--- config.mk ---
export PLATFORM = sky130hd
export DESIGN_NAME = nabd_div
export DESIGN_NICKNAME = d
export VERILOG_FILES = /design/src/sv/nabd_pkg.sv /design/src/sv/nabd_div.sv
export SDC_FILE = /design/constraint.sdc
export NUM_CORES = 1
export LEC_CHECK = 0
export BUFFER_PORTS_ARGS = -buffer_cell sky130_fd_sc_hd__buf_2
export CAP_MARGIN = 30
export CORE_UTILIZATION = 50
export CTS_BUF_LIST = sky130_fd_sc_hd__clkbuf_4
export CTS_CLUSTER_SIZE = 25
export DETAILED_ROUTE_END_ITERATION = 8
export GPL_TIMING_DRIVEN = 0
export PLACE_DENSITY = 0.78
export RECOVER_POWER = 100
export SLEW_MARGIN = 20
export SYNTH_ARGS = -nofsm -noshare
export SYNTH_HDL_FRONTEND = slang
export SYNTH_SLANG_ARGS = --single-unit
--- constraint.sdc ---
create_clock -name clk -period 6 [get_ports clk]
set_clock_uncertainty 0.1 [all_clocks]
set_input_delay 0.9 -clock clk [delete_from_list [all_inputs] [get_ports clk]]
set_output_delay 0.9 -clock clk [all_outputs]
set_load 0.01 [all_outputs]
--- src/sv/nabd_pkg.sv ---
// ----------------------------------------------------------------------------
// nabd_pkg
// Shared widths, register codes and divider request/response types of the
// bin-averaging downsampler.
// ----------------------------------------------------------------------------
package nabd_pkg;

	localparam int SAMPLE_W = 32;
	localparam int DIM_W    = 12;
	localparam int CFG_W    = 13;
	localparam int IDX_W    = 2;
	localparam int ACC_W    = 44;
	localparam int MAX_DIM  = 4096;
	localparam int RAM_W    = ACC_W + CFG_W;
	localparam int DIV_IT_W = 6;

	localparam logic [IDX_W-1:0] CFG_IN_WIDTH   = 2'd0;
	localparam logic [IDX_W-1:0] CFG_IN_HEIGHT  = 2'd1;
	localparam logic [IDX_W-1:0] CFG_OUT_WIDTH  = 2'd2;
	localparam logic [IDX_W-1:0] CFG_OUT_HEIGHT = 2'd3;

	typedef struct packed {
		logic             start;
		logic [ACC_W-1:0] dividend;
		logic [CFG_W-1:0] divisor;
	} div_req_t;

	typedef struct packed {
		logic             done;
		logic [ACC_W-1:0] quotient;
		logic [CFG_W-1:0] remainder;
	} div_rsp_t;

endpackage

--- src/sv/nabd_div.sv ---
// ----------------------------------------------------------------------------
// nabd_div
// Unsigned restoring divider, one quotient bit per cycle, with remainder.
// ----------------------------------------------------------------------------
module nabd_div (
	input  logic               clk,
	input  logic               arst_n,
	input  nabd_pkg::div_req_t req,
	output nabd_pkg::div_rsp_t rsp
);

	logic                            busy_q;
	logic                            done_q;
	logic [nabd_pkg::DIV_IT_W-1:0]   iter_q;
	logic [nabd_pkg::ACC_W-1:0]      num_q;
	logic [nabd_pkg::CFG_W-1:0]      rem_q;
	logic [nabd_pkg::CFG_W-1:0]      den_q;
	logic [nabd_pkg::CFG_W:0]        trial;
	logic                            fits;

	assign trial = {rem_q, num_q[nabd_pkg::ACC_W-1]};
	assign fits  = trial >= {1'b0, den_q};

	always_ff @(posedge clk or negedge arst_n) begin
		if (!arst_n) begin
			busy_q <= 1'b0;
			done_q <= 1'b0;
			iter_q <= '0;
		end else begin
			done_q <= 1'b0;
			if (req.start) begin
				busy_q <= 1'b1;
				iter_q <= '0;
			end else if (busy_q) begin
				iter_q <= iter_q + 1'b1;
				if (iter_q == nabd_pkg::DIV_IT_W'(nabd_pkg::ACC_W - 1)) begin
					busy_q <= 1'b0;
					done_q <= 1'b1;
				end
			end
		end
	end

	always_ff @(posedge clk) begin
		if (req.start) begin
			num_q <= req.dividend;
			rem_q <= '0;
			den_q <= req.divisor;
		end else if (busy_q) begin
			num_q <= {num_q[nabd_pkg::ACC_W-2:0], fits};
			rem_q <= fits ? nabd_pkg::CFG_W'(trial - {1'b0, den_q})
			              : trial[nabd_pkg::CFG_W-1:0];
		end
	end

	assign rsp.done      = done_q;
	assign rsp.quotient  = num_q;
	assign rsp.remainder = rem_q;

endmodule

==> flow_summary.yaml <==
pwr:
  combPwrFrac_pct: 40.0
  power_leakage_nw: 1.92
  p_sw_share_pct: 37.8
  p_sw_mw: 0.644
  ir_drop_mv: 0.198
  pwr-share-clk_pct: 17.0
  intPower_mw: 1.06
  cellPowerDensity_mw_per_mm2: 363
  power_mw: 1.70
  power_frac_seq_pct: 43.0
final_layout:
  multi_input_area_mm2: 0.00161
  fin_area_mm2: 0.00469
  drive_gt1_share_pct: 29.4
  synthToLayoutAreaGrowth_pct: 18.3
  diodes: 0
  layout.nets: 512
  regArea_mm2: 0.00217
  fill_cells: 684
  stdcell_count: 544
place:
  place_inst: 528
  place_area_mm2: 0.00471
  io_buffers: 117
  hpwl_um: 6250
  gp_congestion: 0.840
drt:
  firstDrtPassIters: 4
  drc: 0
  first_iter_violations: 149
  wl_per_cell_um: 15.7
  routed_wl_um: 8550
  num_vias: 2926
  ant_nets: 0
  route.detailed.vias_per_inst: 5.38
yosys:
  syn-num-nets: 383
  postSynthCellCount: 308
  yosysUniqueCellTypes: 52
  syn_area_per_cell_um2: 12.9
  synth_compound_area_share_pct: 11.7
  synth_edf_count: 57
  synth.most_common_cell: "edfxtp_1"
  yosys.area_share.simple_pct: 7.38
  synth_ff_type: "edfxtp_1"
  yosys.area.top_type_share_pct: 43.2
  syn_area_mm2: 0.00397
  synth_top_family_by_area: "multiplexers"
  synthMuxAreaShare_pct: 15.1
  yosys.area.top_type: "edfxtp_1"
  ys_seq_elements: 78
  yosysWarningCount: 0
  synth_xor_area_share_pct: 2.21
  synthTopCellsByArea: "edfxtp_1, mux2_2, dfxtp_1"
  async_flop_share_pct: 10.3
  netlist_top_cells_count: "edfxtp_1, mux2_2, nor2_1"
  yosys.area_share.adder_pct: 4.92
  synth-seq-area-share_pct: 54.8
setup_path:
  arrival_ps: 3870
  path_buf_inv: 4
  critical_path.top_delay_family: "buffers and inverters"
  cp-start-kind: "input port"
  cp_max_fo: 23
  crit_required_ps: 5930
  cp_common_cell: "clkbuf_1"
  crit_chain: "clkbuf_1 -> clkbuf_1 -> nor2_1 -> inv_1 -> clkbuf_1"
  cpPeakStageDelay_ps: 1010
  slowest_stage: "clkbuf_1"
  path_class: "in2reg"
  end_kind: "register"
clock_tree:
  post-cts-setup-buffers: 0
  clk_pin_slew_ps: 130
  ctsHoldBuffers: 0
  htree_levels: 3
  cts-resized-gates: 0
  cts_tree: "done"
  clockBufferDepth: 2
  root_buffer: "clkbuf_4"
  clk_latency_ps: 430
  cts_sinks: 78
  numCtsBuffers: 9
sta:
  worst_pin_slew_ps: 1300
  slew_headroom_pct: 13.7
  tns_ps: 0
  final_hold_viol_count: 0
  whs_ps: 283
  drv_slew: 0
  rsz0062_at_grt: "no"
  fmax_mhz: 254
  min_period_ps: 3940
  finalCritPeriodShare_pct: 65.7
  setup-violations-final: 0
grt:
  antenna_found_initial: 0
  grt_first_pass_wirelength_um: 14000
  grt-ovfl-total: 0
  grt_pass1_vias: 2968
  grt_start_max_net_pins: 24
  grt_usage_pct: 21.7
die:
  die_w_um: 91.1
  ioPinCount: 118
  die_h_um: 91.1
  design.core.area_mm2: 0.00769
  die-area_mm2: 0.00829
  std_cell_rows: 32
  initial_core_util_pct: 51.6
min_path:
  hold_path_class: "in2async"
outcome:
  outcome: "complete, no violations"
job:
  drv_cap: 0
metrics by stage:
stage	setup slack [ps]	utilization, %
3_3_place_gp	2380	60.9
2_1_floorplan	3340	-
4_1_cts	3150	62.8
3_5_place_dp	2930	61.2
6_report	2060	61.0
5_1_grt	1800	61.0
power by group through the flow:
stage,Sequential (mW),Combinational [mW],Clock (mW)
after floorplan,0.765,0.503,0
after global placement,0.738,0.705,0
after detailed placement,0.741,0.726,0
after CTS,0.730,0.728,0.298
after global routing,0.744,0.747,0.317
final,0.732,0.681,0.290
registers in the layout, summed over array words and instances, names as in the netlist:
register	count
busy_q	1
den_q	13
done_q	1
iter_q	6
num_q	44
rem_q	13
final cells by class:
type	count	share of cell area [%]
clock inverter	7	1.17
buffer	13	1.39
clock buffer	9	1.44
timing repair buffer	118	11.0
tap	102	2.72
multi-input combinational	197	34.4
inverter	20	1.60
sequential	78	46.3
final timing paths:
kind | slack (ps) | cells after the start | end | start
worst max-delay path | 2060 | 5 | num_q[42] | req[57]
worst min-delay path | 280 | 1 | iter_q[0] | arst_n
worst max register to register | 2400 | 11 | rem_q[5] | num_q[43]
worst min register to register | 420 | 2 | rem_q[7] | rem_q[7]
max in group asynchronous | 5210 | 1 | iter_q[4] | arst_n
min in group clk | 420 | 2 | rem_q[7] | rem_q[7]
layer usage:
layer	vias up	global-route usage, %	wire length [um]
met2	104	34.1	3960
met5	-	0	0
met3	19	5.44	636
met1	1404	28.4	3720
li1	1399	-	-
met4	0	9.79	235
cell usage in the layout (no fill, tap or decap), drive strengths merged, types with 3 or more instances in the layout:
cell type / Yosys / routed
a211oi: 11 / 11
a21o: 4 / 4
a21oi: 9 / 9
and3: 3 / 3
buf: 9 / 62
clkbuf: 4 / 78
dfrtp: 8 / 8
dfxtp: 13 / 13
edfxtp: 57 / 57
ha: 14 / 14
inv: 20 / 23
mux2: 45 / 45
mux2i: 9 / 9
nand2: 12 / 12
nand2b: 4 / 4
nand3: 4 / 4
nand4: 3 / 3
nor2: 24 / 24
nor2b: 3 / 3
o211ai: 3 / 3
o21a: 3 / 3
o21ai: 12 / 12
o31a: 3 / 3
o31ai: 4 / 4
xnor2: 6 / 6
xor2: 4 / 4
logic make-up (layout without fill, tap and decap cells):
logic type,after synthesis,after routing
xor gates and xnor gates,10,10
buffers and inverters,33,167
muxes,54,54
adders and majority gates,15,15
and+or+nand+nor,60,60
AOI/OAI and AO/OA,58,58
DFF,78,78
Power figures use the tool's default switching activity.
