### src/sv/nabd_ram.sv
// ----------------------------------------------------------------------------
// nabd_ram
// Generic single-write, single-read RAM with registered read data.
// ----------------------------------------------------------------------------
module nabd_ram #(
	parameter int WIDTH = 8,
	parameter int DEPTH = 16
) (
	input  logic                     clk,
	input  logic                     we,
	input  logic [$clog2(DEPTH)-1:0] waddr,
	input  logic [WIDTH-1:0]         wdata,
	input  logic                     re,
	input  logic [$clog2(DEPTH)-1:0] raddr,
	output logic [WIDTH-1:0]         rdata
);

	logic [WIDTH-1:0] mem [DEPTH];
	logic [WIDTH-1:0] rdata_q;

	always_ff @(posedge clk) begin
		if (we) begin
			mem[waddr] <= wdata;
		end
		if (re) begin
			rdata_q <= mem[raddr];
		end
	end

	assign rdata = rdata_q;

endmodule

### config.mk
export PLATFORM = sky130hd
export DESIGN_NAME = nabd_ram
export DESIGN_NICKNAME = d
export VERILOG_FILES = /design/src/sv/nabd_ram.sv
export SDC_FILE = /design/constraint.sdc
export NUM_CORES = 1
export LEC_CHECK = 0
export BUFFER_PORTS_ARGS = -buffer_cell sky130_fd_sc_hd__buf_2
export CAP_MARGIN = 40
export CELL_PAD_IN_SITES_DETAIL_PLACEMENT = 0
export CELL_PAD_IN_SITES_GLOBAL_PLACEMENT = 1
export CORE_MARGIN = 10
export CORE_UTILIZATION = 48
export CTS_CLUSTER_DIAMETER = 50
export CTS_CLUSTER_SIZE = 25
export DETAILED_ROUTE_END_ITERATION = 7
export PLACE_DENSITY = 0.75
export SLEW_MARGIN = 0
export SYNTH_ARGS = -nofsm -noshare
export SYNTH_HDL_FRONTEND = slang
export SYNTH_SLANG_ARGS = --single-unit
### constraint.sdc
create_clock -name clk -period 4.5 [get_ports clk]
set_input_delay 0.9 -clock clk [delete_from_list [all_inputs] [get_ports clk]]
set_output_delay 0.9 -clock clk [all_outputs]
set_load 0.05 [all_outputs]
==> metrics.md, run 1 <==
| Metric | Value |
|---|---|
| Reg area | `4084 um2` |
| Core region area | `10750 um2` |
| RSZ-0062 raised after global routing | `no` |
| Synth Area in Compound Gates | `0.02298` |
| Post-synthesis async set-or-reset flop share | `0` |
| Critical Path RT | `4760 ps` |
| P per Cell Area | `444.1 nW/um2` |
| CP Buf/Inv Count | `2` |
| Fin. max-slew vios | `0` |
| End point of the critical path | `rdata[0]` |
| Syn_area_per_cell | `22.83 um2` |
| DRC | `0` |
| Fin crit period | `2254 ps` |
| Worst hold margin | `752.1 ps` |
| Ant. Diodes | `0` |
| Io pins | `27` |
| Register-to-register path setup slack | `3030 ps` |
| Met2 Track Usage GR | `0.1914` |
| Root Buffer | `clkbuf_8` |
| CP Cell Sequence | `buf_2 > buf_12 > mux4_1 > a22oi_1 > nand2_1` |
| Tot Pwr | `2675 uW` |
| Largest net degree at the start of global routing | `33` |
| Die Footprint | `15470 um2` |
| Max rail drop VDD | `0.2353 mV` |
| Crit. path cell count | `5` |
| Switching power | `544.5 uW` |
| Internal power | `2131 uW` |
| Syn Nets | `248` |
| Clock Sinks | `136` |
| Crit Reg-Reg Startpoint | `mem[3][0]` |
| Top-count cell post-synth | `edfxtp_1` |
| Fillcell total | `842` |
| Post-synth top cells | `136 x edfxtp_1, 18 x mux4_2, 16 x a22oi_1` |
| Max Cap Viol | `0` |
| Sequential area share after synthesis | `0.7812` |
| Fmax | `443.6 MHz` |
| TritonCTS Buffers | `17` |
| Worst-Margin Slew | `853.0 ps` |
| Share of cells above drive strength 1 | `0.2753` |
| Sequential power share | `0.536` |
| Synth warnings | `0` |
| 1st-pass router iterations | `5` |
| Critical path class | `in2reg` |
| Die H | `124.4 um` |
| Final hold viol count | `0` |
| Syn Std Cell Area | `5228 um2` |
| Finished Layout Cells | `427` |
| Post-synth top area share | `0.7812` |
| # setup viols final | `0` |
| Insertion delay to the later sink of the worst-skew pair | `520 ps` |
| Final period utilization | `0.5010` |
| Vias/cell | `5.665` |
| Worst-path clk slew | `50 ps` |
| Antenna violations before repair | `0` |
| Routability congestion estimate | `0.6872` |
| Area grow syn2layout | `15.25%` |
| Row cnt | `38` |
| Synth Area in Adders | `0` |
| Worst Hold Class | `reg2reg` |
| Placed Cells | `397` |
| Post-Synth XOR/XNOR Area | `0` |
| Total GRT Usage | `0.1322` |
| CTS tree | `done` |
| Top FF cell, synth | `edfxtp_1` |
| Clock Path Buffers | `2` |
| Post-Place Setup Slack | `1699 ps` |
| Cells after Synth | `229` |
| Initial core utilization | `0.4865` |
| Sw Share | `0.2035` |
| DRT iter0 DRCs | `212` |
| Overflow after GRT | `0` |
| CP startpoint | `raddr[0]` |
| Status | `finished, final reports clean` |
| Most area-hungry cell type in the Yosys netlist | `edfxtp_1` |
| Area contributors post-synth | `edfxtp_1 78%, mux4_2 7.8%, mux4_1 7.0%, a22oi_1 2.3%, nor2_1 0.93%` |
| Crit-path max cell delay | `580 ps` |
| # Post-CTS Setup Buffers | `0` |
| CP top delay family | `buffers and inverters` |
| DP Wirelength | `6400 um` |
| GR Layer Usage met1 | `0.1777` |
| Drt wl/cell | `22.72 um` |
| Leak Pwr | `0.002014 uW` |
| Final layout net count | `296` |
| Main combinational cell family by area after synthesis | `multiplexers` |
| CP startpoint kind | `input port` |
| Arr. time, crit path | `2510 ps` |
| PnR worst setup slack | `2246 ps` |
| First-pass GRT wire length | `15230 um` |
| Mux contribution to synthesized area | `0.1479` |
| Die width | `124.4 um` |
| Worst-path fanout max | `18` |
| Met3 usage | `0.04383` |
| Endpoint class of the critical path | `flop` |
| #FFs+latches synth | `136` |
| Clock power frac | `0.409` |
| H-tree levels | `4` |
| Critical path's slowest cell | `mux4_1` |
| Post-cts gate resize count | `0` |
| PortBufs | `26` |
| Multi-input logic area | `1062 um2` |
| Post-synth cell types | `18` |
| EDFF count, synth | `136` |
| Comb pwr share | `0.055` |
| TNS Setup | `0 ps` |
| Top Usage Layer GRT | `met2` |
| Rel. slew slack | `0.4292` |
| Critical R2R Capture | `rdata[0]` |
| CTS hold repair buffers | `0` |
| Post-Synth Simple-Gate Area | `0.03135` |
| Final WL | `9700 um` |
| Cell depth of the worst flop-to-flop path | `3` |
| Worst Clk Skew | `8.222 ps` |
| Vias | `2419` |
| Final ANT Viol Nets | `0` |
| Number of global-route vias before repair | `2538` |
state kept, by name (all words and copies together), names as in the netlist:
name and count:
rdata 8, mem 128
cell families after synthesis:
logic type,count (synthesis)
muxes,32
and+or+nand+nor,35
DFF,136
buffers and inverters,10
AOI/OAI and AO/OA,16
cells in the final DEF (no fill, tap or decap):
master and n:
nor3_1 3, clkbuf_16 16, or3b_2 1, clkinv_1 6, nand3_1 1, clkinv_2 3, nor2_1 13, clkbuf_1 3
nand2_1 9, mux4_2 18, and2_1 1, buf_2 26, a22oi_1 16, nor2b_1 1, edfxtp_1 136, buf_12 1
nand3b_1 2, nand2b_1 2, buf_4 12, and2b_1 1, mux4_1 14, nor3_2 1, clkbuf_8 1
worst min-delay path by stage:
stage,cells after the start,slack [ps],from,end
finish,3,750,mem[8][2],rdata[2]
global route,1,750,re,rdata[1]
CTS,1,750,wdata[1],mem[8][1]
detailed placement,3,750,mem[11][2],rdata[2]
global placement,3,730,mem[11][2],rdata[2]
floorplan,3,700,mem[7][0],rdata[0]
power by group through the flow:
stage,clock (uW),sequential (uW),combinational (uW)
6_report,1090,1440,146
5_1_grt,1170,1440,159
4_1_cts,1110,1440,149
3_5_place_dp,0,1460,149
3_3_place_gp,0,1460,142
2_1_floorplan,0,1480,72.0
per-layer routing:
layer  vias to the layer above  part of all wire  wire, um
met2                        72              0.48      4658
met1                      1260              0.45      4357
met5                         -                 0         0
li1                       1072                 -         -
met4                         0             0.016       151
met3                        15             0.055       533
worst register-to-register path, delay by kind of cell, from the launching register on:
kind	cells	cell delay, ps
AO/OA/AOI/OAI	1	270
AND/OR/NAND/NOR	1	80
flip-flops	1	370
multiplexers	1	490
cell type report:
type / count / area share
well taps: 140 / 0.02908
repair buffers: 39 / 0.03988
multi-input cells: 83 / 0.1763
clock buffers: 20 / 0.07061
flip-flops and latches: 136 / 0.6779
clock inverters: 9 / 0.006231
per-stage QoR:
stage / cell area (um2) / util
finish: 6025 / 0.5607
global route: 6025 / 0.5607
CTS: 6017 / 0.5600
detailed placement: 5554 / 0.5169
global placement: 5474 / 0.5094
floorplan: 5228 / -
(Power assumes the default switching activity.)
==> run 2: changes to the inputs <==
--- a/config.mk
+++ b/config.mk
@@ -5,16 +5,17 @@
 export SDC_FILE = /design/constraint.sdc
 export NUM_CORES = 1
 export LEC_CHECK = 0
+export ABC_AREA = 1
 export BUFFER_PORTS_ARGS = -buffer_cell sky130_fd_sc_hd__buf_2
 export CAP_MARGIN = 40
 export CELL_PAD_IN_SITES_DETAIL_PLACEMENT = 0
 export CELL_PAD_IN_SITES_GLOBAL_PLACEMENT = 1
 export CORE_MARGIN = 10
-export CORE_UTILIZATION = 48
+export CORE_UTILIZATION = 44
 export CTS_CLUSTER_DIAMETER = 50
 export CTS_CLUSTER_SIZE = 25
 export DETAILED_ROUTE_END_ITERATION = 7
-export PLACE_DENSITY = 0.75
+export PLACE_DENSITY = 0.78
 export SLEW_MARGIN = 0
 export SYNTH_ARGS = -nofsm -noshare
 export SYNTH_HDL_FRONTEND = slang
==> constraint.sdc (replaced) <==
create_clock -name clk -period 1.89 [get_ports clk]
set_input_delay 0.378 -clock clk [delete_from_list [all_inputs] [get_ports clk]]
set_output_delay 0.378 -clock clk [all_outputs]
set_load 0.05 [all_outputs]
==> run 2 against run 1 <==
Effect of this change:
- sequential share of layout area is 7.3 points lower
- wire length is 38% higher
- via count is 59% higher
- final cell count is 84% higher
- critical path depth is 4 lower
- non-clock buffer count is 12 higher
- critical endpoint is now rdata[1]
- largest cell class unchanged
- largest power group unchanged
==> metrics.md, run 2 <==
| Metric | Value |
|---|---|
| TNS Setup | `0 ps` |
| WL met1 | `6125 um` |
| DRT iter0 DRCs | `318` |
| Root Buffer | `clkbuf_16` |
| CP top delay family | `flip-flops` |
| Largest net degree at the start of global routing | `33` |
| Fin. max-slew vios | `0` |
| Clock Sinks | `136` |
| Fin crit period | `1481 ps` |
| Post-synth top cells | `173 x nand2_1, 136 x edfxtp_1, 100 x inv_1` |
| Antenna violations before repair | `0` |
| Total GRT Usage | `0.1521` |
| Row cnt | `42` |
| Internal power | `5187 uW` |
| Rel. slew slack | `0.5363` |
| CP Cell Sequence | `buf_2` |
| Status | `finished, final reports clean` |
| # Post-CTS Setup Buffers | `0` |
| #FFs+latches synth | `136` |
| Post-cts gate resize count | `0` |
| Vias | `3843` |
| Critical path class | `reg2out` |
| Fillcell total | `1192` |
| DRC | `0` |
| Comb pwr share | `0.066` |
| CTS hold repair buffers | `0` |
| Sequential area share after synthesis | `0.6985` |
| Endpoint class of the critical path | `primary output` |
| Leak Pwr | `0.002907 uW` |
| Top routing layer in use | `met4` |
| # setup viols final | `0` |
| Area grow syn2layout | `15.43%` |
| Insertion delay to the later sink of the worst-skew pair | `420 ps` |
| CTS tree | `done` |
| Top-count cell post-synth | `nand2_1` |
| Arr. time, crit path | `1100 ps` |
| Synth warnings | `0` |
| Met3 wire length | `611 um` |
| Critical path's slowest cell | `edfxtp_1` |
| Crit-path max cell delay | `390 ps` |
| Max reg flops | `128` |
| Most frequent cells in the layout | `173 x nand2_1, 136 x edfxtp_1, 100 x inv_1, 97 x nand3_1, 26 x buf_2` |
| First-pass GRT wire length | `21010 um` |
| Die H | `135.3 um` |
| Vias/cell | `4.889` |
| CP startpoint kind | `flop` |
| Ant. Diodes | `0` |
| Area contributors post-synth | `edfxtp_1 70%, nand2_1 11%, nand3_1 8.3%, inv_1 6.4%, buf_6 1.2%` |
| Die width | `135.3 um` |
| Share of cells above drive strength 1 | `0.1393` |
| Switching power | `1598 uW` |
| Final period utilization | `0.7836` |
| Syn_area_per_cell | `10.61 um2` |
| Final WL | `13340 um` |
| Cells after Synth | `551` |
| Top FF cell, synth | `edfxtp_1` |
| PortBufs | `26` |
| Core region area | `13140 um2` |
| Syn Std Cell Area | `5847 um2` |
| Most area-hungry cell type in the Yosys netlist | `edfxtp_1` |
| DP Wirelength | `8363 um` |
| EDFF count, synth | `136` |
| Routability congestion estimate | `0.8103` |
| 1st-pass router iterations | `5` |
| Final hold viol count | `0` |
| Syn Nets | `570` |
| Worst-path fanout max | `1` |
| Most common cell after layout, fill and taps aside | `nand2_1` |
| TritonCTS Buffers | `17` |
| Drt wl/cell | `16.97 um` |
| Max Cap Viol | `0` |
| RSZ-0062 raised after global routing | `no` |
| Critical Path RT | `1510 ps` |
| CP Buf/Inv Count | `1` |
| Final ANT Viol Nets | `0` |
| H-tree levels | `4` |
| Sw Share | `0.2356` |
| Finished Layout Cells | `786` |
| Overflow after GRT | `0` |
| Clock Path Buffers | `2` |
| Fmax | `675.2 MHz` |
| Largest Register | `mem` |
| Clock power frac | `0.429` |
| Worst Hold Class | `in2reg` |
| Initial core utilization | `0.4450` |
| Worst-Margin Slew | `694.5 ps` |
| WL met2 | `6262 um` |
| P per Cell Area | `1005 nW/um2` |
| Worst Clk Skew | `9.731 ps` |
| Worst-path clk slew | `60 ps` |
| Post-synth cell types | `11` |
| Max rail drop VDD | `0.5919 mV` |
| Final layout net count | `616` |
| Post-synth top area share | `0.6985` |
| Io pins | `27` |
| Number of global-route vias before repair | `3793` |
| Placed Cells | `754` |
| Sequential power share | `0.504` |
| Die Footprint | `18300 um2` |
| Post-synthesis async set-or-reset flop share | `0` |
-- run 2: stage by stage --
stage	total power, uW	utilization	instance area, um2	hold WS (ps)	setup WS, ps
floorplan	3766	-	5847	476.9	561.2
global placement	3928	0.4733	6218	720.0	278.0
detailed placement	3937	0.4733	6218	725.8	241.5
CTS	6817	0.5137	6749	338.5	389.9
global route	7014	0.5137	6749	338.8	395.3
finish	6785	0.5137	6749	341.1	409.0
-- run 2: area by class of cell --
| cell class | count | area, um2 | area share |
|---|---|---|---|
| well taps | 176 | 220.2 | 0.03263 |
| clock inverters | 15 | 105.1 | 0.01557 |
| inverters | 102 | 382.9 | 0.05673 |
| clock buffers | 17 | 425.4 | 0.06303 |
| repair buffers | 51 | 317.8 | 0.04709 |
| multi-input cells | 289 | 1214 | 0.1798 |
| flip-flops and latches | 136 | 4084 | 0.6051 |
-- run 2: power by group through the flow --
stage               clock network, uW  logic, uW  registers, uW
finish                           2910        450           3420
global route                     3090        501           3420
CTS                              2940        454           3420
global placement                    0        445           3480
detailed placement                  0        452           3480
floorplan                           0        238           3530
-- run 2: worst paths after layout --
check	start	endpoint	slack, ps	cells after the start
worst min register to register	mem[14][4]	rdata[4]	740	6
worst max register to register	mem[5][3]	rdata[3]	760	6
worst min-delay path	wdata[3]	mem[4][3]	340	1
worst max-delay path	rdata[1]	rdata[1]	410	1
-- run 2: layer usage --
layer	GRT usage	up-vias
li1	-	1873
met1	0.2030	1824
met2	0.2341	119
met3	0.03375	27
met4	0.06459	0
met5	0	-
-- run 2: cell families after synthesis --
| group | after synthesis | share of synthesized area |
|---|---|---|
| buffers and inverters | 126 | 0.09394 |
| flip-flops | 136 | 0.6985 |
| AND/OR/NAND/NOR | 289 | 0.2076 |
